### src/rtl/core/pcmunp_pkg.sv
// Shared constants, types and scaling tables of the packed PCM sample unpacker.
`timescale 1ns / 1ps

package pcmunp_pkg;

    // Full-scale positive frame value
    localparam int FRAME_FULL = 32767;

    // Sample format codes (sample_format register)
    localparam logic [2:0] FMT_U1  = 3'd0;
    localparam logic [2:0] FMT_U2  = 3'd1;
    localparam logic [2:0] FMT_U4  = 3'd2;
    localparam logic [2:0] FMT_S8  = 3'd3;
    localparam logic [2:0] FMT_U8  = 3'd4;
    localparam logic [2:0] FMT_S16 = 3'd5;

    localparam logic [2:0] FMT_RESET = FMT_S16;

    // Configuration register indexes
    localparam int          CFG_IDX_W         = 2;
    localparam int          CFG_DATA_W        = 3;
    localparam logic [1:0]  REG_SAMPLE_FORMAT = 2'd0;
    localparam logic [1:0]  REG_SWAP_BYTES    = 2'd1;

    // Scaling tables: entry i holds i*32767/255 and i*32767/127, truncated
    typedef logic [255:0][14:0] t_lut_u8;
    typedef logic [127:0][14:0] t_lut_s7;

    function automatic t_lut_u8 build_lut_u8();
        t_lut_u8 t;
        for (int i = 0; i < 256; i++) begin
            t[i] = 15'(i * FRAME_FULL / 255);
        end
        return t;
    endfunction

    function automatic t_lut_s7 build_lut_s7();
        t_lut_s7 t;
        for (int i = 0; i < 128; i++) begin
            t[i] = 15'(i * FRAME_FULL / 127);
        end
        return t;
    endfunction

    localparam t_lut_u8 LUT_U8 = build_lut_u8();
    localparam t_lut_s7 LUT_S7 = build_lut_s7();

    // Item held in the expansion stage: format, raw byte or assembled word,
    // and the index of the next frame to emit
    typedef struct packed {
        logic [2:0]  fmt;
        logic [15:0] data;
        logic [2:0]  idx;
    } t_item;

endpackage

### src/rtl/core/pcmunp_expand.sv
// Combinational expansion of one field of the staged item into a 16-bit frame.
`timescale 1ns / 1ps

module pcmunp_expand
    import pcmunp_pkg::*;
(
    input  t_item       i_item,
    output logic [15:0] o_frame,
    output logic        o_last
);

    logic [7:0] w_byte;
    logic [7:0] w_shift;
    logic [7:0] w_rep;
    logic [7:0] w_neg;

    assign w_byte = i_item.data[7:0];
    assign w_neg  = 8'd0 - w_byte;

    // Narrow fields are MSB first; replicating a field to 8 bits scales it by
    // 255/(2^n-1), so the 8-bit unsigned table serves every unsigned width
    always_comb begin
        w_shift = 8'd0;
        w_rep   = 8'd0;
        o_frame = 16'd0;
        o_last  = 1'b1;
        unique case (i_item.fmt)
            FMT_U1: begin
                w_shift = 8'(w_byte << i_item.idx);
                w_rep   = {8{w_shift[7]}};
                o_frame = {1'b0, LUT_U8[w_rep]};
                o_last  = (i_item.idx == 3'd7);
            end
            FMT_U2: begin
                w_shift = 8'(w_byte << {i_item.idx[1:0], 1'b0});
                w_rep   = {4{w_shift[7:6]}};
                o_frame = {1'b0, LUT_U8[w_rep]};
                o_last  = (i_item.idx[1:0] == 2'd3);
            end
            FMT_U4: begin
                w_shift = 8'(w_byte << {i_item.idx[0], 2'b00});
                w_rep   = {2{w_shift[7:4]}};
                o_frame = {1'b0, LUT_U8[w_rep]};
                o_last  = i_item.idx[0];
            end
            FMT_U8: begin
                o_frame = {1'b0, LUT_U8[w_byte]};
            end
            FMT_S8: begin
                // Most negative code saturates, others scale by magnitude
                priority if (w_byte == 8'h80) begin
                    o_frame = 16'h8000;
                end else if (w_byte[7]) begin
                    o_frame = 16'd0 - {1'b0, LUT_S7[w_neg[6:0]]};
                end else begin
                    o_frame = {1'b0, LUT_S7[w_byte[6:0]]};
                end
            end
            FMT_S16: begin
                o_frame = i_item.data;
            end
            default: begin
                o_frame = 16'd0;
            end
        endcase
    end

endmodule

### src/rtl/core/packed_pcm_sample_unpacker_top.sv
// Top level of the packed PCM sample unpacker: byte intake, pair assembly,
// frame expansion stage and output register.
`timescale 1ns / 1ps

// Takes one raw byte per transfer and emits signed 16-bit frames through a
// registered output, one frame per cycle unless the sink stalls. A byte is
// taken every cycle in 8-bit and 16-bit formats unless the output stalls; a
// byte in 4-, 2- or 1-bit format holds the expansion stage until its 2, 4 or
// 8 frames have left, one per output transfer. The next byte is taken in the
// cycle the last of them leaves the stage. Frame valid follows input transfer
// through the expansion stage and the output register. In 16-bit format the
// first byte of a pair is held and the second yields the frame; a first byte
// with tlast is dropped. Formats 6 and 7 consume bytes without output.
// Configuration must only be written while no frame is outstanding.

module packed_pcm_sample_unpacker_top
    import pcmunp_pkg::*;
(
    input  logic                  i_clk,
    input  logic                  i_rst_n,
    // configuration write port
    input  logic                  i_cfg_we,
    input  logic [CFG_IDX_W-1:0]  i_cfg_index,
    input  logic [CFG_DATA_W-1:0] i_cfg_wdata,
    // byte input
    input  logic                  s_axis_tvalid,
    output logic                  s_axis_tready,
    input  logic [7:0]            s_axis_tdata,   // [7:0] data_byte
    input  logic                  s_axis_tlast,   // end_of_buffer
    // frame output
    output logic                  m_axis_tvalid,
    input  logic                  m_axis_tready,
    output logic [15:0]           m_axis_tdata,   // [15:0] frame_value
    output logic                  m_axis_tlast    // last_of_run
);

    // configuration registers
    logic [2:0]  r_fmt;
    logic        r_swap;

    // pair state
    logic [7:0]  r_held;
    logic        r_half;

    // expansion stage
    logic        r_a_valid;
    t_item       r_a_item;

    // output register
    logic        r_o_valid;
    logic [15:0] r_o_frame;
    logic        r_o_last;

    logic        w_o_space;
    logic        w_a_fire;
    logic        w_a_done;
    logic        w_s_fire;
    logic        w_load;
    logic [15:0] w_frame;
    logic        w_last;
    t_item       n_a_item;

    // Configuration writes
    always_ff @(posedge i_clk) begin
        if (!i_rst_n) begin
            r_fmt  <= FMT_RESET;
            r_swap <= 1'b0;
        end else if (i_cfg_we) begin
            if (i_cfg_index == REG_SAMPLE_FORMAT) begin
                r_fmt <= i_cfg_wdata;
            end
            if (i_cfg_index == REG_SWAP_BYTES) begin
                r_swap <= i_cfg_wdata[0];
            end
        end
    end

    // Handshake
    assign w_o_space     = !r_o_valid || m_axis_tready;
    assign w_a_fire      = r_a_valid && w_o_space;
    assign w_a_done      = w_a_fire && w_last;
    assign s_axis_tready = !r_a_valid || w_a_done;
    assign w_s_fire      = s_axis_tvalid && s_axis_tready;

    // Decide whether the transfer loads the expansion stage, and with what
    always_comb begin
        w_load        = 1'b0;
        n_a_item.fmt  = r_fmt;
        n_a_item.data = {8'd0, s_axis_tdata};
        n_a_item.idx  = 3'd0;
        unique case (r_fmt)
            FMT_U1, FMT_U2, FMT_U4, FMT_S8, FMT_U8: begin
                w_load = 1'b1;
            end
            FMT_S16: begin
                w_load = r_half;
                if (r_swap) begin
                    n_a_item.data = {r_held, s_axis_tdata};
                end else begin
                    n_a_item.data = {s_axis_tdata, r_held};
                end
            end
            default: begin
                w_load = 1'b0;
            end
        endcase
    end

    // Pair state: only touched by transfers in 16-bit format
    always_ff @(posedge i_clk) begin
        if (!i_rst_n) begin
            r_half <= 1'b0;
            r_held <= 8'd0;
        end else if (w_s_fire && r_fmt == FMT_S16) begin
            if (r_half || s_axis_tlast) begin
                r_half <= 1'b0;
            end else begin
                r_half <= 1'b1;
                r_held <= s_axis_tdata;
            end
        end
    end

    // Expansion stage: steps through the fields of the held item
    always_ff @(posedge i_clk) begin
        if (!i_rst_n) begin
            r_a_valid <= 1'b0;
        end else if (w_s_fire) begin
            r_a_valid <= w_load;
        end else if (w_a_done) begin
            r_a_valid <= 1'b0;
        end
    end

    always_ff @(posedge i_clk) begin
        if (w_s_fire) begin
            r_a_item <= n_a_item;
        end else if (w_a_fire) begin
            r_a_item.idx <= r_a_item.idx + 3'd1;
        end
    end

    pcmunp_expand u_expand (
        .i_item  (r_a_item),
        .o_frame (w_frame),
        .o_last  (w_last)
    );

    // Output register
    always_ff @(posedge i_clk) begin
        if (!i_rst_n) begin
            r_o_valid <= 1'b0;
        end else if (w_o_space) begin
            r_o_valid <= r_a_valid;
        end
    end

    always_ff @(posedge i_clk) begin
        if (w_a_fire) begin
            r_o_frame <= w_frame;
            r_o_last  <= w_last;
        end
    end

    assign m_axis_tvalid = r_o_valid;
    assign m_axis_tdata  = r_o_frame;
    assign m_axis_tlast  = r_o_last;

    // Checks

    // An opening byte of a pair that does not end the buffer is held
    a_pair_opens : assert property (@(posedge i_clk) disable iff (!i_rst_n)
        w_s_fire && r_fmt == FMT_S16 && !r_half && !s_axis_tlast |=> r_half)
        else $error("pair did not open on first 16-bit byte");

    // A loaded item starts at its first field
    a_load_first : assert property (@(posedge i_clk) disable iff (!i_rst_n)
        w_s_fire && w_load |=> r_a_valid && r_a_item.idx == 3'd0)
        else $error("expansion stage not loaded at first field");

    // A stalled expansion stage keeps its place
    a_stage_hold : assert property (@(posedge i_clk) disable iff (!i_rst_n)
        r_a_valid && !w_o_space |=> r_a_valid && $stable(r_a_item.idx))
        else $error("expansion stage moved while output was full");

    // Every frame from the stage is captured by the output register
    a_frame_out : assert property (@(posedge i_clk) disable iff (!i_rst_n)
        w_a_fire |=> r_o_valid && r_o_last == $past(w_last))
        else $error("frame lost between stage and output");

endmodule

### config.mk
export PLATFORM = sky130hd
export DESIGN_NAME = packed_pcm_sample_unpacker_top
export DESIGN_NICKNAME = d
export VERILOG_FILES = /design/src/rtl/core/pcmunp_pkg.sv /design/src/rtl/core/pcmunp_expand.sv /design/src/rtl/core/packed_pcm_sample_unpacker_top.sv
export SDC_FILE = /design/constraint.sdc
export NUM_CORES = 1
export LEC_CHECK = 0
export CORE_UTILIZATION = 35
export DETAILED_ROUTE_END_ITERATION = 7
export DONT_BUFFER_PORTS = 1
export SETUP_SLACK_MARGIN = 0.5
export SLEW_MARGIN = 40
export SYNTH_ARGS = -nofsm -noshare
export SYNTH_HDL_FRONTEND = slang
export SYNTH_HIERARCHICAL = 1
export SYNTH_SLANG_ARGS = --single-unit
### constraint.sdc
create_clock -name i_clk -period 3.6 [get_ports i_clk]
set_input_delay 0.54 -clock i_clk [delete_from_list [all_inputs] [get_ports i_clk]]
set_output_delay 0.54 -clock i_clk [all_outputs]
set_load 0.02 [all_outputs]
==> key figures <==
Status
  – Status: finished, final reports clean

Finish
  – Fill cells: roughly 1,000
  – Area grow syn2layout: 8.601%
  – Commonest non-fill, non-tap cell in the layout: nand2_1
  – Final core utilization: 39.44%
  – Layout cells sized above 1: about a fifth
  – Commonest cells after routing, fill and taps aside: 52 x nand2_1, 36 x edfxtp_1, 33 x mux2i_1
  – Nets: between 400 and 500
  – Antenna cells: 0
  – Reg area: 1441 um^2
  – Multi-input logic area: 2176 um^2

Yosys
  – Cells after Synth: 392
  – Register bit total from synthesis: between 50 and 60
  – Synth Warn #: 6
  – Synth cell types: ~70
  – EDFF count, synth: 36
  – Most used DFF post-synth: edfxtp_1
  – Syn_area_per_cell: roughly 9.6 um^2
  – Syn nets: roughly 420
  – Synth async-reset ratio: 0%
  – Mapped cell area: approximately 3800 um^2
  – Sequential share of the synthesized area: approximately two fifths

Floorplan
  – Area of the core: around 10,000 um^2
  – Die ar.: ~11,000 um^2
  – Die Wd: 106.0 um
  – Std-Cell Rows: 37
  – Die height: about 110 um
  – Number of primary I/O pins: 38
  – Initial core utilization: roughly 36%

Worst setup path
  – Slowest stage cell, crit path: or4b_2
  – Worst Path Arrival: between 3 and 4 ns
  – CP startpoint kind: flop
  – Cells along the critical path: inv_2 > ha_4 > nand2_1 > or4b_2 > a21oi_2 > inv_1 > ha_1 > nor3b_4 > nand2_1 > o21ai_0 > xnor2_1 > o221ai_1
  – Crit Path Class: reg2reg
  – CP Buf/Inv Count: 2
  – Maximum fanout along the worst path: 10
  – Worst path max stage delay: 0.65 ns
  – Crit. End Element: flop
  – Most used cell, CP: nand2_1
  – Critical Path RT: 3.62 ns
  – Delay-heaviest family, CP: simple AND/OR/NAND/NOR gates

CTS
  – H-Tree Depth: 2
  – Longest Clk Path Bufs: 2
  – CTS Root Cell: clkbuf_8
  – CTS tree: yes
  – Hold_buf cts: 0
  – Num CTS Buffers: 5
  – Clock Sinks: 54
  – Clock-pin slew on the worst setup and hold paths: around 0.11 ns
  – Clk_lat worst skew: about 0.31 ns

STA
  – Crit share post-route: approximately 83%
  – Max Fclk: 0.3338 GHz
  – Clock Skews: a little over 0.009 ns
  – Final setup TNS: 0 ns
  – Final hold vios: 0
  – Tmin final: around 3.0 ns
  – Rel. slew slack: a little over two fifths
  – Max Slew Vio Count: 0
  – Slew @ Worst Pin: roughly 0.84 ns
  – Hold_ws: 0.2889 ns
  – Final setup fails: 0
  – Unrepaired setup endpoints after global routing: no

Pwr
  – Switch share: around a third
  – Power Total: roughly 0.0018 W
  – Comb power frac: 33.4%
  – Leakage Power: roughly 1.6 nW
  – Reg power frac: between 40% and 50%
  – Psw: about 0.00061 W
  – Clk network pwr share: 22.8%
  – Maximum vdd ir drop: ~0.22 mV
  – Pwr per Cell Area: roughly 430 nW/um^2
  – Internal power: 0.001150 W

Global routing
  – Initial antenna violation count: 0
  – First-pass GRT wire length: roughly 15,000 um
  – Total track usage: 17.10%
  – Overflow after GRT: 0
  – Largest net degree at the start of global routing: 26
  – Number of global-route vias before repair: 2,861

Placed design
  – Final GP Congestion: 0.8946
  – DP Wirelength: between 6000 and 7000 um
  – PortBufs: 0

Detailed routing
  – Routed len/inst: about 18 um
  – Vias/cell: ~5.7
  – Vias after detailed routing: between 3,000 and 4,000
  – Total wire length: around 9500 um
  – Detailed-route DRC error count: 0
  – DRT iter0 DRCs: about 240
  – Antenna-violating nets left: 0
  – First-pass DRT Iterations: 5

Job
  – Reported max-cap violation count: 0

Worst hold path
  – Hold WC Path Type: in2reg
## per-stage QoR
step	cell area (um^2)	worst slack, ns	instances
detailed placement	3933	0.3834	515
finish	4108	0.6045	528
floorplan	3786	0.5409	392
global placement	3933	0.4888	515
CTS	4056	0.5054	523
global route	4108	0.5038	528
## path summary, 6_finish.rpt
kind | startpoint | endpoint | slack, ns | cells after the start
hold reg to reg | r_held[1] | r_held[1] | 0.48 | 2
setup / recovery | r_a_item[3] | m_axis_tdata[8] | 0.60 | 12
setup reg to reg | r_a_item[3] | m_axis_tdata[8] | 0.60 | 12
hold / removal | i_rst_n | r_fmt[0] | 0.29 | 1
## final cells by class
cell class              count  share of cell area, %
clock buffers               7                  2.376
clock inverters             1                 0.2132
inverters                  17                  1.553
multi-input cells         293                  52.97
flip-flops and latches     54                  35.09
well taps                 136                  4.143
repair buffers             20                  3.655
## timing repair
action / 4_1_cts / 5_1_grt
gates resized for setup: 3 / 4
pin swaps: 0 / 1
buffers inserted: 0 / 5
setup endpoints to repair: 4 / 4
## power by group through the flow
stage | clock network (W) | logic (W) | registers [W]
2_1_floorplan | 0 | 0.000430 | 0.000764
3_3_place_gp | 0 | 0.000539 | 0.000786
3_5_place_dp | 0 | 0.000537 | 0.000788
4_1_cts | 0.000413 | 0.000552 | 0.000773
5_1_grt | 0.000431 | 0.000634 | 0.000778
6_report | 0.000402 | 0.000589 | 0.000772
## logic make-up after synthesis
logic type	synth area share, %
DFF	38.11
AOI/OAI and AO/OA	15.32
muxes	14.09
buffers and inverters	5.293
adders and majority gates	3.639
and+or+nand+nor	20.58
xor gates and xnor gates	2.977
## sequential cells by signal, summed over array words and instances, names as in the netlist
| name | cells |
|---|---|
| r_a_item | 22 |
| m_axis_tdata | 16 |
| r_held | 8 |
| r_fmt | 3 |
| m_axis_tlast | 1 |
| m_axis_tvalid | 1 |
| r_a_valid | 1 |
| r_half | 1 |
| r_swap | 1 |
## metal layers
metal	vias up	GRT usage, %	wire length (um)
met5	-	0	0
met4	0	5.853	232
met3	19	4.476	745
met2	137	25.40	4215
met1	1440	23.97	4272
li1	1430	-	-
## synth_stat cells (3+ instances only)
master | n | area share (%)
ha_1 | 11 | 3.6
xor2_1 | 3 | 0.69
a211o_1 | 5 | 1.2
mux2_2 | 11 | 3.3
o21a_1 | 3 | 0.60
edfxtp_1 | 36 | 29
clkbuf_1 | 20 | 2.0
o311ai_1 | 3 | 0.69
and2_1 | 3 | 0.50
nand2b_1 | 6 | 0.99
mux4_2 | 3 | 1.8
buf_6 | 3 | 0.89
o22ai_1 | 3 | 0.50
nor4_1 | 3 | 0.50
nor3_1 | 8 | 1.1
a21oi_1 | 11 | 1.5
dfxtp_1 | 18 | 9.5
nand3_1 | 13 | 1.7
nor2b_1 | 4 | 0.66
buf_2 | 4 | 0.53
or2_2 | 3 | 0.50
nor2_1 | 26 | 2.6
mux2i_1 | 33 | 8.7
xnor2_1 | 8 | 1.9
nand2_1 | 52 | 5.2
a22oi_1 | 3 | 0.60
o21ai_0 | 24 | 3.2
inv_1 | 17 | 1.7
a31o_2 | 3 | 0.69
Note: power is estimated with default switching activity, not from simulation.
